### src/hdl/cobs_frame_encoder_top_macros.svh
// Assertion helpers for the frame encoder; they expect clock and reset in scope.
`ifndef COBS_FRAME_ENCODER_TOP_MACROS_SVH
`define COBS_FRAME_ENCODER_TOP_MACROS_SVH

`define COBS_ENC_IMPLIES(label, ante, cons, msg) \
   label: assert property (@(posedge clock) disable iff (reset) (ante) |-> (cons)) \
      else $error(msg);

`define COBS_ENC_NEXT(label, ante, cons, msg) \
   label: assert property (@(posedge clock) disable iff (reset) (ante) |=> (cons)) \
      else $error(msg);

`endif

### src/hdl/cobs_enc_pkg.sv
package cobs_enc_pkg;

   localparam int PAYLOAD_BYTES = 8;
   localparam int BYTE_W        = 8;

   localparam logic [BYTE_W-1:0] FRAME_DELIM = 8'h00;

   typedef enum logic [1:0] {
      ST_IDLE,
      ST_CODE,
      ST_DATA,
      ST_DELIM
   } state_type;

endpackage

### src/hdl/cobs_enc_ram.sv
module cobs_enc_ram #(
   parameter int WIDTH = cobs_enc_pkg::BYTE_W,
   parameter int DEPTH = cobs_enc_pkg::PAYLOAD_BYTES,
   parameter int AW    = (DEPTH > 1) ? $clog2(DEPTH) : 1
) (
   input  logic             clock,
   input  logic             wr_en,
   input  logic [AW-1:0]    wr_addr,
   input  logic [WIDTH-1:0] wr_data,
   input  logic [AW-1:0]    rd_addr,
   output logic [WIDTH-1:0] rd_data
);

   logic [WIDTH-1:0] mem_ff [DEPTH];
   logic [WIDTH-1:0] rd_data_ff;

   always_ff @(posedge clock) begin
      if (wr_en) begin
         mem_ff[wr_addr] <= wr_data;
      end
      rd_data_ff <= mem_ff[rd_addr];
   end

   assign rd_data = rd_data_ff;

endmodule

### src/hdl/cobs_enc_seq.sv
module cobs_enc_seq #(
   parameter int PAYLOAD_BYTES = cobs_enc_pkg::PAYLOAD_BYTES,
   parameter int AW            = (PAYLOAD_BYTES > 1) ? $clog2(PAYLOAD_BYTES) : 1
) (
   input  logic                             clock,
   input  logic                             reset,
   input  logic                             req_valid,
   output logic                             req_ready,
   input  logic [cobs_enc_pkg::BYTE_W-1:0]  req_payload_byte,
   output logic                             rsp_valid,
   input  logic                             rsp_ready,
   output logic [cobs_enc_pkg::BYTE_W-1:0]  rsp_out_byte,
   output logic                             rsp_run_last,
   output logic                             rsp_frame_end,
   output logic                             ram_we,
   output logic [AW-1:0]                    ram_waddr,
   output logic [cobs_enc_pkg::BYTE_W-1:0]  ram_wdata,
   output logic [AW-1:0]                    ram_raddr,
   input  logic [cobs_enc_pkg::BYTE_W-1:0]  ram_rdata
);

   localparam int CW = $clog2(PAYLOAD_BYTES + 1);
   localparam logic [AW-1:0] LAST_POS = AW'(PAYLOAD_BYTES - 1);

   cobs_enc_pkg::state_type state_ff, state_in;

   logic [AW-1:0] pos_ff, pos_in;
   logic [CW-1:0] cnt_ff, cnt_in;
   logic [CW-1:0] blk_ff, blk_in;
   logic [CW-1:0] idx_ff, idx_in;
   logic          extra_ff, extra_in;
   logic          delim_ff, delim_in;
   logic          rsp_valid_ff, rsp_valid_in;
   logic [cobs_enc_pkg::BYTE_W-1:0] out_byte_ff, out_byte_in;
   logic          run_last_ff, run_last_in;
   logic          frame_end_ff, frame_end_in;

   logic accept;
   logic slot_free;
   logic is_last;
   logic nonzero;
   logic data_end;
   logic load;

   assign req_ready = (state_ff == cobs_enc_pkg::ST_IDLE);
   assign accept    = req_valid && req_ready;
   assign slot_free = !rsp_valid_ff || rsp_ready;
   assign is_last   = (pos_ff == LAST_POS);
   assign nonzero   = (req_payload_byte != cobs_enc_pkg::FRAME_DELIM);
   assign data_end  = (CW'(idx_ff + 1'b1) == blk_ff);

   // next state
   always_comb begin
      state_in = state_ff;
      case (state_ff)
         cobs_enc_pkg::ST_IDLE: begin
            if (accept && !(nonzero && !is_last)) begin
               state_in = cobs_enc_pkg::ST_CODE;
            end
         end
         cobs_enc_pkg::ST_CODE: begin
            if (slot_free) begin
               if (blk_ff != '0) begin
                  state_in = cobs_enc_pkg::ST_DATA;
               end else if (extra_ff) begin
                  state_in = cobs_enc_pkg::ST_CODE;
               end else if (delim_ff) begin
                  state_in = cobs_enc_pkg::ST_DELIM;
               end else begin
                  state_in = cobs_enc_pkg::ST_IDLE;
               end
            end
         end
         cobs_enc_pkg::ST_DATA: begin
            if (slot_free && data_end) begin
               if (extra_ff) begin
                  state_in = cobs_enc_pkg::ST_CODE;
               end else if (delim_ff) begin
                  state_in = cobs_enc_pkg::ST_DELIM;
               end else begin
                  state_in = cobs_enc_pkg::ST_IDLE;
               end
            end
         end
         cobs_enc_pkg::ST_DELIM: begin
            if (slot_free) begin
               state_in = cobs_enc_pkg::ST_IDLE;
            end
         end
         default: state_in = cobs_enc_pkg::ST_IDLE;
      endcase
   end

   // datapath and outputs
   always_comb begin
      pos_in       = pos_ff;
      cnt_in       = cnt_ff;
      blk_in       = blk_ff;
      idx_in       = idx_ff;
      extra_in     = extra_ff;
      delim_in     = delim_ff;
      load         = 1'b0;
      out_byte_in  = out_byte_ff;
      run_last_in  = run_last_ff;
      frame_end_in = frame_end_ff;
      ram_we       = 1'b0;
      case (state_ff)
         cobs_enc_pkg::ST_IDLE: begin
            if (accept) begin
               ram_we   = nonzero;
               pos_in   = is_last ? '0 : AW'(pos_ff + 1'b1);
               cnt_in   = (nonzero && !is_last) ? CW'(cnt_ff + 1'b1) : '0;
               blk_in   = nonzero ? CW'(cnt_ff + 1'b1) : cnt_ff;
               extra_in = !nonzero && is_last;
               delim_in = is_last;
               idx_in   = '0;
            end
         end
         cobs_enc_pkg::ST_CODE: begin
            if (slot_free) begin
               load         = 1'b1;
               out_byte_in  = cobs_enc_pkg::BYTE_W'(blk_ff) + 1'b1;
               run_last_in  = (blk_ff == '0) && !extra_ff && !delim_ff;
               frame_end_in = 1'b0;
               idx_in       = '0;
               if (blk_ff == '0) begin
                  extra_in = 1'b0;
               end
            end
         end
         cobs_enc_pkg::ST_DATA: begin
            if (slot_free) begin
               load         = 1'b1;
               out_byte_in  = ram_rdata;
               run_last_in  = data_end && !extra_ff && !delim_ff;
               frame_end_in = 1'b0;
               idx_in       = CW'(idx_ff + 1'b1);
               if (data_end && extra_ff) begin
                  extra_in = 1'b0;
                  blk_in   = '0;
               end
            end
         end
         cobs_enc_pkg::ST_DELIM: begin
            if (slot_free) begin
               load         = 1'b1;
               out_byte_in  = cobs_enc_pkg::FRAME_DELIM;
               run_last_in  = 1'b1;
               frame_end_in = 1'b1;
               delim_in     = 1'b0;
            end
         end
         default: begin
            load = 1'b0;
         end
      endcase
      rsp_valid_in = load ? 1'b1 : (rsp_valid_ff && !rsp_ready);
   end

   assign ram_waddr = cnt_ff[AW-1:0];
   assign ram_wdata = req_payload_byte;
   assign ram_raddr = idx_in[AW-1:0];

   always_ff @(posedge clock) begin
      if (reset) begin
         state_ff     <= cobs_enc_pkg::ST_IDLE;
         pos_ff       <= '0;
         cnt_ff       <= '0;
         extra_ff     <= 1'b0;
         delim_ff     <= 1'b0;
         rsp_valid_ff <= 1'b0;
      end else begin
         state_ff     <= state_in;
         pos_ff       <= pos_in;
         cnt_ff       <= cnt_in;
         extra_ff     <= extra_in;
         delim_ff     <= delim_in;
         rsp_valid_ff <= rsp_valid_in;
      end
   end

   always_ff @(posedge clock) begin
      blk_ff       <= blk_in;
      idx_ff       <= idx_in;
      out_byte_ff  <= out_byte_in;
      run_last_ff  <= run_last_in;
      frame_end_ff <= frame_end_in;
   end

   assign rsp_valid     = rsp_valid_ff;
   assign rsp_out_byte  = out_byte_ff;
   assign rsp_run_last  = run_last_ff;
   assign rsp_frame_end = frame_end_ff;

endmodule

### src/hdl/cobs_frame_encoder_top.sv
// COBS frame encoder for packets of PAYLOAD_BYTES bytes (1 to 254). Each
// request carries one payload byte. Non-zero bytes are written into a block
// buffer RAM and produce no response. A zero byte, or the last byte of a
// packet, closes the open block: the encoder emits a code byte (buffered
// count plus one) and then reads the buffered bytes back out of the RAM, one
// per cycle while no response stalls, and it takes no new request until all
// response bytes of such a request are issued (code, data and, after the last
// byte, a second code byte when it was zero, and the zero delimiter flagged
// by rsp_frame_end). rsp_run_last marks the final response of each request.
// A registered output stage lets the next request in while the last
// response waits for rsp_ready; a stalled response stalls the sequencer.
`include "cobs_frame_encoder_top_macros.svh"

module cobs_frame_encoder_top #(
   parameter int PAYLOAD_BYTES = cobs_enc_pkg::PAYLOAD_BYTES
) (
   input  logic                             clock,
   input  logic                             reset,
   input  logic                             req_valid,
   output logic                             req_ready,
   input  logic [cobs_enc_pkg::BYTE_W-1:0]  req_payload_byte,
   output logic                             rsp_valid,
   input  logic                             rsp_ready,
   output logic [cobs_enc_pkg::BYTE_W-1:0]  rsp_out_byte,
   output logic                             rsp_run_last,
   output logic                             rsp_frame_end
);

   localparam int AW = (PAYLOAD_BYTES > 1) ? $clog2(PAYLOAD_BYTES) : 1;

   logic                            ram_we;
   logic [AW-1:0]                   ram_waddr;
   logic [cobs_enc_pkg::BYTE_W-1:0] ram_wdata;
   logic [AW-1:0]                   ram_raddr;
   logic [cobs_enc_pkg::BYTE_W-1:0] ram_rdata;

   cobs_enc_ram #(
      .WIDTH (cobs_enc_pkg::BYTE_W),
      .DEPTH (PAYLOAD_BYTES),
      .AW    (AW)
   ) u_ram (
      .clock   (clock),
      .wr_en   (ram_we),
      .wr_addr (ram_waddr),
      .wr_data (ram_wdata),
      .rd_addr (ram_raddr),
      .rd_data (ram_rdata)
   );

   cobs_enc_seq #(
      .PAYLOAD_BYTES (PAYLOAD_BYTES),
      .AW            (AW)
   ) u_seq (
      .clock            (clock),
      .reset            (reset),
      .req_valid        (req_valid),
      .req_ready        (req_ready),
      .req_payload_byte (req_payload_byte),
      .rsp_valid        (rsp_valid),
      .rsp_ready        (rsp_ready),
      .rsp_out_byte     (rsp_out_byte),
      .rsp_run_last     (rsp_run_last),
      .rsp_frame_end    (rsp_frame_end),
      .ram_we           (ram_we),
      .ram_waddr        (ram_waddr),
      .ram_wdata        (ram_wdata),
      .ram_raddr        (ram_raddr),
      .ram_rdata        (ram_rdata)
   );

   `COBS_ENC_IMPLIES(a_delim_closes_run, rsp_valid && rsp_frame_end, (rsp_out_byte == cobs_enc_pkg::FRAME_DELIM) && rsp_run_last, "delimiter not zero or not last of run")
   `COBS_ENC_IMPLIES(a_write_on_request, ram_we, req_valid && req_ready, "buffer write without request")
   `COBS_ENC_IMPLIES(a_write_nonzero, ram_we, ram_wdata != cobs_enc_pkg::FRAME_DELIM, "zero byte written to buffer")

endmodule
### config.mk
export PLATFORM = sky130hd
export DESIGN_NAME = cobs_frame_encoder_top
export DESIGN_NICKNAME = d
export VERILOG_FILES = /design/src/hdl/cobs_enc_pkg.sv /design/src/hdl/cobs_enc_ram.sv /design/src/hdl/cobs_enc_seq.sv /design/src/hdl/cobs_frame_encoder_top.sv
export VERILOG_INCLUDE_DIRS = /design/src /design/src/hdl
export SDC_FILE = /design/constraint.sdc
export NUM_CORES = 1
export LEC_CHECK = 0
export ABC_CLOCK_PERIOD_IN_PS = 5700
export BUFFER_PORTS_ARGS = -buffer_cell sky130_fd_sc_hd__buf_2
export CAP_MARGIN = 20
export CORE_MARGIN = 2
export CORE_UTILIZATION = 30
export CTS_BUF_LIST = sky130_fd_sc_hd__clkbuf_4 sky130_fd_sc_hd__clkbuf_8
export DETAILED_ROUTE_END_ITERATION = 10
export PLACE_DENSITY_LB_ADDON = 0.1
export REMOVE_ABC_BUFFERS = 1
export SLEW_MARGIN = 20
export SYNTH_ARGS = -nofsm -noshare
export SYNTH_HDL_FRONTEND = slang
export SYNTH_SLANG_ARGS = --single-unit
### constraint.sdc
create_clock -name clock -period 5.7 [get_ports clock]
set_clock_uncertainty 0.1 [all_clocks]
set_input_delay 0.57 -clock clock [delete_from_list [all_inputs] [get_ports clock]]
set_output_delay 0.57 -clock clock [all_outputs]
set_load 0.01 [all_outputs]
# Word level (Yosys, flattened, before mapping)
# Memory sizes are Yosys's and may differ from the RTL's. A register that Yosys moved wholly into a read port is not among the register bits.
# Cells that the tools add are included.
# Widths: inputs -> output; s select.
# word_totals
regBits	30
ram_bits	64
in_bits	12
out_inout_bits	12
wordCells	113
mem_count	1
# mem_list
memory	words	word_bits	rd	rd_clocked_by_memory_dff	write_ports	line	rtl
u_ram.mem_ff	8	8	1	1	1	cobs_enc_ram.sv:14	logic [WIDTH-1:0] mem_ff [DEPTH];
# classes
add_sub_neg	4
eq_ne	14
n_mux	44
n_reduce_logical	38
# op_table
operator	n
$mux 4	8
$mux 8	3
$pmux 8 s3	1
$mux 1	17
$reduce_and 4->1	4
$mux 2	7
$ne 2x1->1 const B	7
$pmux 4 s3	1
$logic_and 1x1->1	11
$add 4x1->4 const B	2
$pmux 2 s4	1
$pmux 4 s2	1
$reduce_bool 8->1	1
$logic_not 1->1	7
$pmux 1 s3	2
$reduce_and 3->1	2
$reduce_and 6->1	1
$reduce_bool 2->1	3
$reduce_bool 3->1	2
$add 4x1->5 const B	1
$eq 2x2->1 const B	2
$eq 4x4->1	1
$logic_not 4->1	1
$ne 2x2->1 const B	2
other kinds (11)	12

# Longest topological paths before layout
# Gate-level depths: netlist of run 1.
# logic_depth
depth_word	7
mapped_depth	10
depth_no_buf	8

# Cells and area by module
# A second synthesis of run 1 with hierarchy kept.
# unflattened
hier_cells	305
area_unflattened_um2	4473.0
# modules_own_cells
module	instances	cells_per_inst	area_each_um2	seq_area_each_um2
cobs_enc_ram	1	114	2691.3	2082.0
cobs_enc_seq	1	191	1781.7	750.7

# Least setup slack after synthesis of run 1
# Ideal clock, no wire load.
# synth_timing
path_kind	register -> register
from	reg u_seq.state_ff[0]
to	mem u_ram.mem_ff[2][0] (netlist bit) (enable)
setup_time_ps	385
arrival_time_ps	2140
t_required_ps	5215
slack_ps	3075
path_stages_with_launch	7
n_path_buf	1
synth_period_minus_slack_ps	2625
path_cell_list	dfxtp_1 inv_1 ha_1 clkbuf_1 nand2_1 or3_1 nor3b_1
# synth_between
elab_chain_len	6
# synth_rtl
element	line	rtl
from (decl)	cobs_enc_seq.sv:25	cobs_enc_pkg::state_type state_ff, state_in;
from (signal assigned)	cobs_enc_seq.sv:166	state_ff <= cobs_enc_pkg::ST_IDLE;
from (signal assigned)	cobs_enc_seq.sv:173	state_ff <= state_in;
$logic_not 2->1 (*)	cobs_enc_seq.sv:45	assign req_ready = (state_ff == cobs_enc_pkg::ST_IDLE);
named net req_ready	cobs_frame_encoder_top.sv:20	output logic req_ready,
$logic_and 1x1->1	cobs_enc_seq.sv:46	assign accept = req_valid && req_ready;
$mux 1	cobs_enc_seq.sv:109	if (accept) begin
$mux 1 (*)	cobs_enc_seq.sv:107	case (state_ff)
$mux 1 (*)	cobs_enc_ram.sv:18	if (wr_en) begin
$mux 1 (implied by the code) (*)	cobs_enc_ram.sv:19	mem_ff[wr_addr] <= wr_data;
to (decl)	cobs_enc_ram.sv:14	
# Mark *: on every way through the listed nets, which the timed path passes. The rest lies on a longest branch.

# Worst setup path in the final report of run 1
# layout_timing
from	reg u_seq.state_ff[0]
to	reg u_ram.rd_data_ff[5] (netlist: u_ram.rd_data[5]), read port of u_ram.mem_ff
# layout_between
elab_chain_len	4
elab_cells_between_ends	6
classes_between	2 x eq/ne; 2 x mux; 2 x reduce/logical
# layout_rtl
element	line	rtl
$logic_not 2->1	cobs_enc_seq.sv:45, cobs_enc_seq.sv:107	
$logic_and 1x1->1	cobs_enc_seq.sv:46	
$mux 4	cobs_enc_seq.sv:109	
$pmux 4 s3 (*)	cobs_enc_seq.sv:107	
to (decl)	cobs_enc_ram.sv:15	logic [WIDTH-1:0] rd_data_ff;
# Every way passes the cells marked *; elsewhere a longest branch is shown, timed or not. The select of a mux whose other input is x is not followed.
# A chain may end at the register's enable or synchronous reset.

==> impl_metrics.yaml, run 1 <==
finish:
  n_antenna_cell: 0
  fin_nets: 392
  utilization_pct: 34.1
  fin_area_um2: 4950
  mostFrequentLayoutCell: "edfxtp_1"
  syn2layout_area_growth_pct: 11.1
  layout-drive-gt1-share_pct: 15.2
  mostFrequentLayoutCells: "edfxtp_1 (79), and3_1 (33), a2111oi_0 (23), buf_2 (23), dfxtp_1 (23)"
clock_network:
  path_clk_slew_ns: 0.10
  cts-root-buf: "clkbuf_8"
  cts_tree: "yes"
  clk_latency_ns: 0.37
  cts.hold.buffers_added: 0
  postCtsSetupBuffers: 0
  cts_sinks: 102
  cts_resized: 0
  cts_buffer_depth: 2
  htree_num_levels: 3
  cts_inserted_buffers: 9
drt:
  drt_iter0_markers: 248
  avgRoutedWirePerCell_um: 18.3
  route.vias.total: 2857
  totalWireLength_um: 10200
  drt_pass1_iterations: 4
  antenna_left: 0
  vias_per_cell: 5.12
  drcViolationCount: 0
critical_path:
  worstSetupPathType: "flip-flop to flip-flop"
  cp_data_required_time_ns: 5.81
  r2r_slack_ns: 2.17
  timing.rr.end: "u_ram.rd_data[5]"
  cp-start-kind: "flip-flop"
  crit_end: "u_ram.rd_data[5]"
  worstPathMaxFanout: 33
  critPathCaptureType: "flip-flop"
  rr_worst_depth: 8
  r2r_start: "u_seq.state_ff[0]"
  critPathLaunch: "u_seq.state_ff[0]"
  arrival_ns: 3.65
logic_synthesis:
  synthFlopType: "edfxtp_1"
  synth-seq-cells: 102
  yosysWarnings: 0
  seq_area_frac_synth_pct: 63.6
  syn_area_per_cell_um2: 12.8
  yosysUniqueCellTypes: 47
  async_reset_ff_share_pct: 0
  synth-edff-count: 79
  synth_area_um2: 4450
  netlist_instances: 349
global_routing:
  grt_pass1_vias: 2747
  grt_pass1_wl_um: 16100
  grt-ovfl-total: 0
  grt_start_max_net_pins: 34
  track_usage_pct: 13.3
  antenna_found_initial: 0
floorplan:
  die_h_um: 126
  core_area_um2: 14500
  num_rows: 44
  start_util_pct: 30.6
  die_area_um2: 15800
  pin_count: 24
  die_width_um: 126
job:
  drv_cap: 0
power_and_ir_drop:
  p_per_area_nw_per_um2: 269
  leakage_uw: 0.00175
  ir_worst_vdd_mv: 0.0971
timing:
  drv_slew: 0
  fmax_ghz: 0.283
  layout_worst_path_cycle_share_pct: 62.0
  setup_slack_ns: 2.17
  worst_pin_slew_ns: 0.935
  rsz0062_at_grt: "no"
  setup_tns_ns: 0
  layout_min_cycle_time_ns: 3.53
  finalHoldViolations: 0
  final-setup-viol-count: 0
  relSlewSlack_pct: 37.5
placed_design:
  post-place-ws_ns: 2.24
  place_hpwl_um: 6910
  io_buffers: 23
  place.gp.congestion: 0.751
  place_area_um2: 4760
run_status:
  outcome: "completed"
hold_path:
  hold_path_class: "flip-flop to flip-flop"
==> area by class of cell <==
type,instances,area [um2]
fill,1436,9580
inverter,12,47.5
timing repair buffer,31,175
clock buffer,10,131
sequential,102,2830
tap,184,230
clock inverter,6,55.1
multi-input combinational,213,1480
==> critical path: stages (launching register included) <==
cell	delay, ns
dfxtp_1	0.35
inv_1	0.09
ha_1	0.77
nor2b_1	0.21
o21ai_1	0.08
buf_4	0.23
nand2_1	0.72
a2111oi_0	0.27
nor4_1	0.54
==> worst min path at each step <==
| stage | startpoint | endpoint | slack (ns) | depth (start not counted) |
|---|---|---|---|---|
| after floorplan | u_seq.pos_ff[2] | u_seq.pos_ff[2] | 0.33 | 2 |
| after global placement | u_seq.pos_ff[2] | u_seq.pos_ff[2] | 0.35 | 2 |
| after detailed placement | u_seq.pos_ff[2] | u_seq.pos_ff[2] | 0.37 | 2 |
| after CTS | req_payload_byte[0] | u_ram.mem_ff[0][0] | 0.38 | 1 |
| after global routing | req_payload_byte[5] | u_ram.mem_ff[0][5] | 0.41 | 1 |
| final | u_seq.pos_ff[2] | u_seq.pos_ff[2] | 0.38 | 2 |
==> power breakdown <==
part	internal [uW]	total [uW]	leakage, uW	switching (uW)
clock	171	436	0.0000899	265
sequential	819	831	0.000912	11.5
combinational	24.2	62.3	0.000746	38.1
total	1020	1330	0.00175	314
==> state kept, by name (all words and copies together) (netlist names), 2 cells and up <==
name / flops
u_seq.blk_ff: 4
u_seq.state_ff: 2
u_ram.rd_data: 8
u_seq.idx_ff: 4
u_seq.pos_ff: 3
u_seq.cnt_ff: 4
u_ram.mem_ff: 64
u_seq.rsp_out_byte: 8
==> synthesized netlist by cell type (8+ instances only) <==
cell       count  area share [%]
and3_1        33             4.6
ha_1          11             3.1
a21oi_1       13             1.5
nor4_1        13             1.8
dfxtp_1       23              10
edfxtp_1      79              53
clkbuf_1      17             1.4
inv_1          9            0.76
nand2_1       16             1.3
a211oi_1      10             1.7
nor3_1         8            0.90
nor2_1        17             1.4
a2111oi_0     23             4.5
==> layer usage <==
| metal | global-route usage (%) | up-vias | share of wire (%) |
|---|---|---|---|
| li1 | - | 1400 | - |
| met5 | 0 | - | 0 |
| met1 | 19.7 | 1397 | 51 |
| met3 | 2.97 | 8 | 4.4 |
| met2 | 19.5 | 52 | 44 |
| met4 | 4.07 | 0 | 1.3 |
==> per-stage QoR <==
stage	hold slack, ns	cells	power [uW]
detailed placement	0.370	542	911
global placement	0.348	542	910
floorplan	0.334	327	880
finish	0.382	558	1330
global route	0.406	558	1390
CTS	0.382	558	1350
==> kinds of logic after synthesis <==
group | count (synthesis) | synth area share (%)
DFF | 102 | 63.6
buffers and inverters | 34 | 3.34
muxes | 1 | 0.225
xor gates and xnor gates | 11 | 2.16
AOI/OAI and AO/OA | 73 | 12.9
and+or+nand+nor | 117 | 14.6
adders and majority gates | 11 | 3.09
Power figures use the tool's default switching activity.
==> run 2, diff against run 1 <==
--- a/config.mk
+++ b/config.mk
@@ -6,7 +6,7 @@
 export SDC_FILE = /design/constraint.sdc
 export NUM_CORES = 1
 export LEC_CHECK = 0
-export ABC_CLOCK_PERIOD_IN_PS = 5700
+export ABC_CLOCK_PERIOD_IN_PS = 3100
 export BUFFER_PORTS_ARGS = -buffer_cell sky130_fd_sc_hd__buf_2
 export CAP_MARGIN = 20
 export CORE_MARGIN = 2
==> constraint.sdc (replaced) <==
create_clock -name clock -period 3.1 [get_ports clock]
set_clock_uncertainty 0.1 [all_clocks]
set_input_delay 0.31 -clock clock [delete_from_list [all_inputs] [get_ports clock]]
set_output_delay 0.31 -clock clock [all_outputs]
set_load 0.01 [all_outputs]
==> run 2 against run 1 <==
Critical path depth did not move. Clock-buffer cell count stayed put. Register-to-register slack lost 1.6 ns. Critical endpoint is now u_ram.rd_data[4]. Sequential power is 84% higher. Total power grew 96%. Die area unchanged. Cell area up 2.5%. Fmax increased by 37%.
==> impl_metrics.yaml, run 2 (synthesized netlist as in run 1, its figures left out) <==
run_status:
  outcome: "completed"
global_routing:
  grt-ovfl-total: 0
  track_usage_pct: 14.6
  grt_pass1_wl_um: 17600
  grt_pass1_vias: 2935
  grt_start_max_net_pins: 34
  antenna_found_initial: 0
critical_path:
  worstPathMaxFanout: 8
  critPathCaptureType: "flip-flop"
  cp-start-kind: "flip-flop"
  path_cells: "inv_1 > ha_1 > nor2b_1 > a211o_4 > inv_1 > o21ai_1 > a211oi_1 > nor4_1"
  cpMaxStageDelayCell: "o21ai_1"
  cp_data_required_time_ns: 3.29
  crit_buf_inv: 2
  worstSetupPathType: "flip-flop to flip-flop"
  cpPeakStageDelay_ns: 0.70
  cp_top_family: "compound AO/OA/AOI/OAI gates"
  arrival_ns: 2.77
  cp_common_cell: "inv_1"
clock_network:
  cts_inserted_buffers: 9
  cts-root-buf: "clkbuf_8"
  cts_resized: 0
  cts.hold.buffers_added: 0
  cts_sinks: 102
  postCtsSetupBuffers: 0
  path_clk_slew_ns: 0.10
  cts_tree: "yes"
  htree_num_levels: 3
  cts_buffer_depth: 2
  clk_latency_ns: 0.38
finish:
  layout-drive-gt1-share_pct: 17.4
  fin_nets: 404
  mostFrequentLayoutCells: "edfxtp_1 (79), and3_1 (33), a2111oi_0 (23), buf_2 (23), dfxtp_1 (23)"
  n_antenna_cell: 0
  seq_area_um2: 2830
  mostFrequentLayoutCell: "edfxtp_1"
  syn2layout_area_growth_pct: 13.9
  regMostFlops: "u_ram.mem_ff"
  largest_register_ffs: 64
  nFillCells: 1475
  multiInputGateArea_um2: 1470
floorplan:
  die_area_um2: 15800
  num_rows: 44
  start_util_pct: 30.6
  pin_count: 24
  core_area_um2: 14500
  die_width_um: 126
  die_h_um: 126
timing:
  layout_min_cycle_time_ns: 2.58
  final-setup-viol-count: 0
  rsz0062_at_grt: "no"
  holdWs_ns: 0.122
  layout_worst_path_cycle_share_pct: 83.1
  finalHoldViolations: 0
  relSlewSlack_pct: 40.8
  drv_slew: 0
  setup_slack_ns: 0.523
  fmax_ghz: 0.388
  worst_pin_slew_ns: 0.882
drt:
  drcViolationCount: 0
  vias_per_cell: 5.13
  drt_pass1_iterations: 4
  route.vias.total: 2922
  antenna_left: 0
  drt_iter0_markers: 206
  avgRoutedWirePerCell_um: 19.6
  totalWireLength_um: 11200
placed_design:
  io_buffers: 23
  place.gp.congestion: 0.787
  place_hpwl_um: 7130
  post-place-ws_ns: 0.496
hold_path:
  hold_path_class: "primary input to flip-flop"
power_and_ir_drop:
  power.total_uw: 2600
  leakage_uw: 0.00183
  ir_worst_vdd_mv: 0.214
  p_per_area_nw_per_um2: 514
job:
  drv_cap: 0
-- run 2: cell count changes in the layout (fill, tap and decap cells not counted), sizes merged --
cell      previous run  this run
buf                 31        43
bufinv               0         2
clkinvlp             2         0
-- run 2: path summary, 6_finish.rpt --
check / slack (ns) / from / to / cells past startpoint
worst min-delay path: 0.12 / req_payload_byte[3] / u_ram.mem_ff[7][3] / 1
worst min register to register: 0.37 / u_seq.pos_ff[2] / u_seq.pos_ff[2] / 2
worst max-delay path: 0.52 / u_seq.state_ff[0] / u_ram.rd_data[4] / 8
worst max register to register: 0.52 / u_seq.state_ff[0] / u_ram.rd_data[4] / 8
-- run 2: cell type report --
class,count,share of cell area [%]
Tap cell,184,4.54
Multi-Input combinational cell,213,29.0
Timing Repair Buffer,43,5.23
Clock buffer,10,2.59
Clock inverter,6,1.83
Sequential cell,102,55.8
Inverter,12,0.937
-- run 2: through the flow --
step / util [%] / instance area, um2 / setup TNS, ns / instances
floorplan: - / 4350 / -1.44 / 327
global placement: 33.4 / 4850 / 0 / 554
detailed placement: 33.4 / 4850 / 0 / 554
CTS: 34.9 / 5070 / 0 / 570
global route: 34.9 / 5070 / 0 / 570
finish: 34.9 / 5070 / 0 / 570
-- run 2: layer usage --
layer	share of wire, %	track usage (%)	up-vias	wire length [um]
met3	4.3	2.34	10	475
met2	45	22.2	57	5060
met4	1.6	5.82	0	179
met1	49	21.0	1432	5460
li1	-	-	1423	-
met5	0	0	-	0
-- run 2: worst reg2reg max path, delay by kind of cell (launching register included) --
family	cells	cell delay [ns]
fa+ha+maj	1	0.23
flops	1	0.35
buf+inv	2	0.17
simple gates	2	0.64
compound gates	3	1.01
-- run 2: report_power, final --
part	internal (uW)	total (uW)	switching (uW)	leakage, uW
combinational	48.5	117	68.3	0.000800
sequential	1510	1530	21.7	0.000912
clock	471	960	488	0.000114
total	2030	2600	578	0.00183
==> run 3, diff against run 2 <==
--- a/config.mk
+++ b/config.mk
@@ -6,7 +6,7 @@
 export SDC_FILE = /design/constraint.sdc
 export NUM_CORES = 1
 export LEC_CHECK = 0
-export ABC_CLOCK_PERIOD_IN_PS = 3100
+export ABC_CLOCK_PERIOD_IN_PS = 2300
 export BUFFER_PORTS_ARGS = -buffer_cell sky130_fd_sc_hd__buf_2
 export CAP_MARGIN = 20
 export CORE_MARGIN = 2
==> constraint.sdc (replaced) <==
create_clock -name clock -period 2.3 [get_ports clock]
set_clock_uncertainty 0.1 [all_clocks]
set_input_delay 0.23 -clock clock [delete_from_list [all_inputs] [get_ports clock]]
set_output_delay 0.23 -clock clock [all_outputs]
set_load 0.01 [all_outputs]
==> run 3 against run 2 <==
Die area is the same. Sequential power grew 35%. Sequential share of layout area shrank 6.3 points. Sequential cell count is the same. Via count grew 4.6%. Non-clock buffer count grew 31. Global-route usage is essentially flat. Highest routed layer unchanged. Total power grew 31%. Register-to-register slack lost 0.51 ns. Utilization grew 4.6 points. Largest cell class unchanged.
==> impl_metrics.yaml, run 3 (synthesized netlist as in run 1, its figures left out) <==
timing:
  drv_slew: 0
  rsz0062_at_grt: "yes"
  relSlewSlack_pct: 55.1
  final-setup-viol-count: 0
  finalHoldViolations: 0
  fmax_ghz: 0.437
  layout_min_cycle_time_ns: 2.29
  setup_slack_ns: 0.00935
  holdWs_ns: 0.0798
  layout_worst_path_cycle_share_pct: 99.6
  worst_pin_slew_ns: 0.667
power_and_ir_drop:
  seqPwrFrac_pct: 60.2
  p_switching_uw: 789
  p_clk_share_pct: 34.5
  p_int_uw: 2630
  p_sw_share_pct: 23.1
  ir_worst_vdd_mv: 0.241
  comb_power_share_pct: 5.3
  leakage_uw: 0.00203
  p_per_area_nw_per_um2: 597
finish:
  largest_register_ffs: 64
  fin_area_um2: 5740
  regMostFlops: "u_ram.mem_ff"
  utilization_pct: 39.5
  instances_no_fill: 601
  mostFrequentLayoutCells: "edfxtp_1 (79), buf_4 (43), and3_1 (32)"
  syn2layout_area_growth_pct: 28.8
  mostFrequentLayoutCell: "edfxtp_1"
  nFillCells: 1406
  layout-drive-gt1-share_pct: 32.9
  n_antenna_cell: 0
  fin_nets: 435
placed_design:
  io_buffers: 23
  place_hpwl_um: 7370
  placedCellCount: 580
  place.gp.congestion: 0.776
  post-place-ws_ns: -0.149
  place_area_um2: 5070
run_status:
  outcome: "completed"
critical_path:
  worstPathMaxFanout: 9
  worstSetupPathType: "flip-flop to flip-flop"
  critPathCaptureType: "flip-flop"
  crit_buf_inv: 3
  path_cells: "inv_4 > ha_4 > or2_4 > a211o_4 > a22oi_4 > buf_6 > inv_8 > a2111oi_4 > nor4_1"
  cpMaxStageDelayCell: "dfxtp_4"
  cp_top_family: "compound AO/OA/AOI/OAI gates"
  cp-start-kind: "flip-flop"
  cp_data_required_time_ns: 2.47
  cpPeakStageDelay_ns: 0.40
  arrival_ns: 2.46
global_routing:
  antenna_found_initial: 0
  track_usage_pct: 14.6
  grt_pass1_wl_um: 17500
  grt_pass1_vias: 3051
  grt-ovfl-total: 0
  grt_start_max_net_pins: 34
floorplan:
  core_area_um2: 14500
  die_h_um: 126
  num_rows: 44
  start_util_pct: 30.6
  die_width_um: 126
  die_area_um2: 15800
  pin_count: 24
clock_network:
  cts_tree: "yes"
  cts_sinks: 102
  htree_num_levels: 3
  cts_buffer_depth: 2
  cts_inserted_buffers: 9
  cts-root-buf: "clkbuf_8"
  clk_latency_ns: 0.38
  path_clk_slew_ns: 0.10
job:
  drv_cap: 0
drt:
  avgRoutedWirePerCell_um: 19.2
  drt_pass1_iterations: 4
  route.vias.total: 3055
  antenna_left: 0
  drt_iter0_markers: 172
  vias_per_cell: 5.08
  drcViolationCount: 0
  totalWireLength_um: 11500
hold_path:
  hold_path_class: "primary input to flip-flop"
[run 3: cell count changes in the layout (fill, tap and decap cells not counted), moves of 5 or more]
cell,before,now
a2111oi_0,23,1
a2111oi_2,0,9
a2111oi_4,0,12
buf_12,0,5
buf_4,20,43
[run 3: final cells by class]
cell class              instances  area [um2]  share of cell area [%]
well taps                     184         230                    4.01
flip-flops and latches        102        2840                    49.5
multi-input cells             213        1830                    31.9
clock buffers                  10         131                    2.29
repair buffers                 74         576                    10.0
clock inverters                 6        68.8                    1.20
inverters                      12        57.6                    1.00
[run 3: what timing repair did]
action	4_1_cts	5_1_grt
pin swaps	3	17
hold buffers	0	0
hold endpoints to repair	0	0
buffers inserted	0	5
resized for setup	24	69
setup endpoints to repair	16	13
[run 3: tightest hold or removal path, stage by stage]
cell and delay [ns]:
buf_2 0.15, nand3_1 0.09, a21oi_1 0.05
[run 3: path summary, 6_finish.rpt]
path / end / cells past startpoint / slack (ns) / start
max: u_ram.rd_data[7] / 9 / 0.009 / u_seq.state_ff[1]
min: u_seq.pos_ff[2] / 3 / 0.08 / req_valid
min reg2reg: u_seq.pos_ff[2] / 2 / 0.39 / u_seq.pos_ff[2]
max reg2reg: u_ram.rd_data[7] / 9 / 0.009 / u_seq.state_ff[1]
[run 3: power groups by stage]
stage          logic, uW  registers [uW]  clock network, uW
2_1_floorplan       90.0            2090                  0
3_3_place_gp         171            2100                  0
3_5_place_dp         174            2100                  0
4_1_cts              177            2060               1220
5_1_grt              202            2070               1290
6_report             181            2060               1180
[run 3: per-stage QoR]
stage | setup TNS [ns] | power, uW
final | 0 | 3420
after global routing | -0.288 | 3560
after CTS | -0.000784 | 3460
after detailed placement | -0.541 | 2280
after global placement | -0.412 | 2280
after floorplan | -17.03 | 2180
[run 3: layer usage]
layer | global-route usage, % | part of all wire, % | vias to the layer above
li1 | - | - | 1488
met4 | 5.88 | 1.6 | 0
met3 | 2.51 | 2.4 | 13
met2 | 22.6 | 47 | 36
met1 | 20.3 | 49 | 1518
met5 | 0 | 0 | -
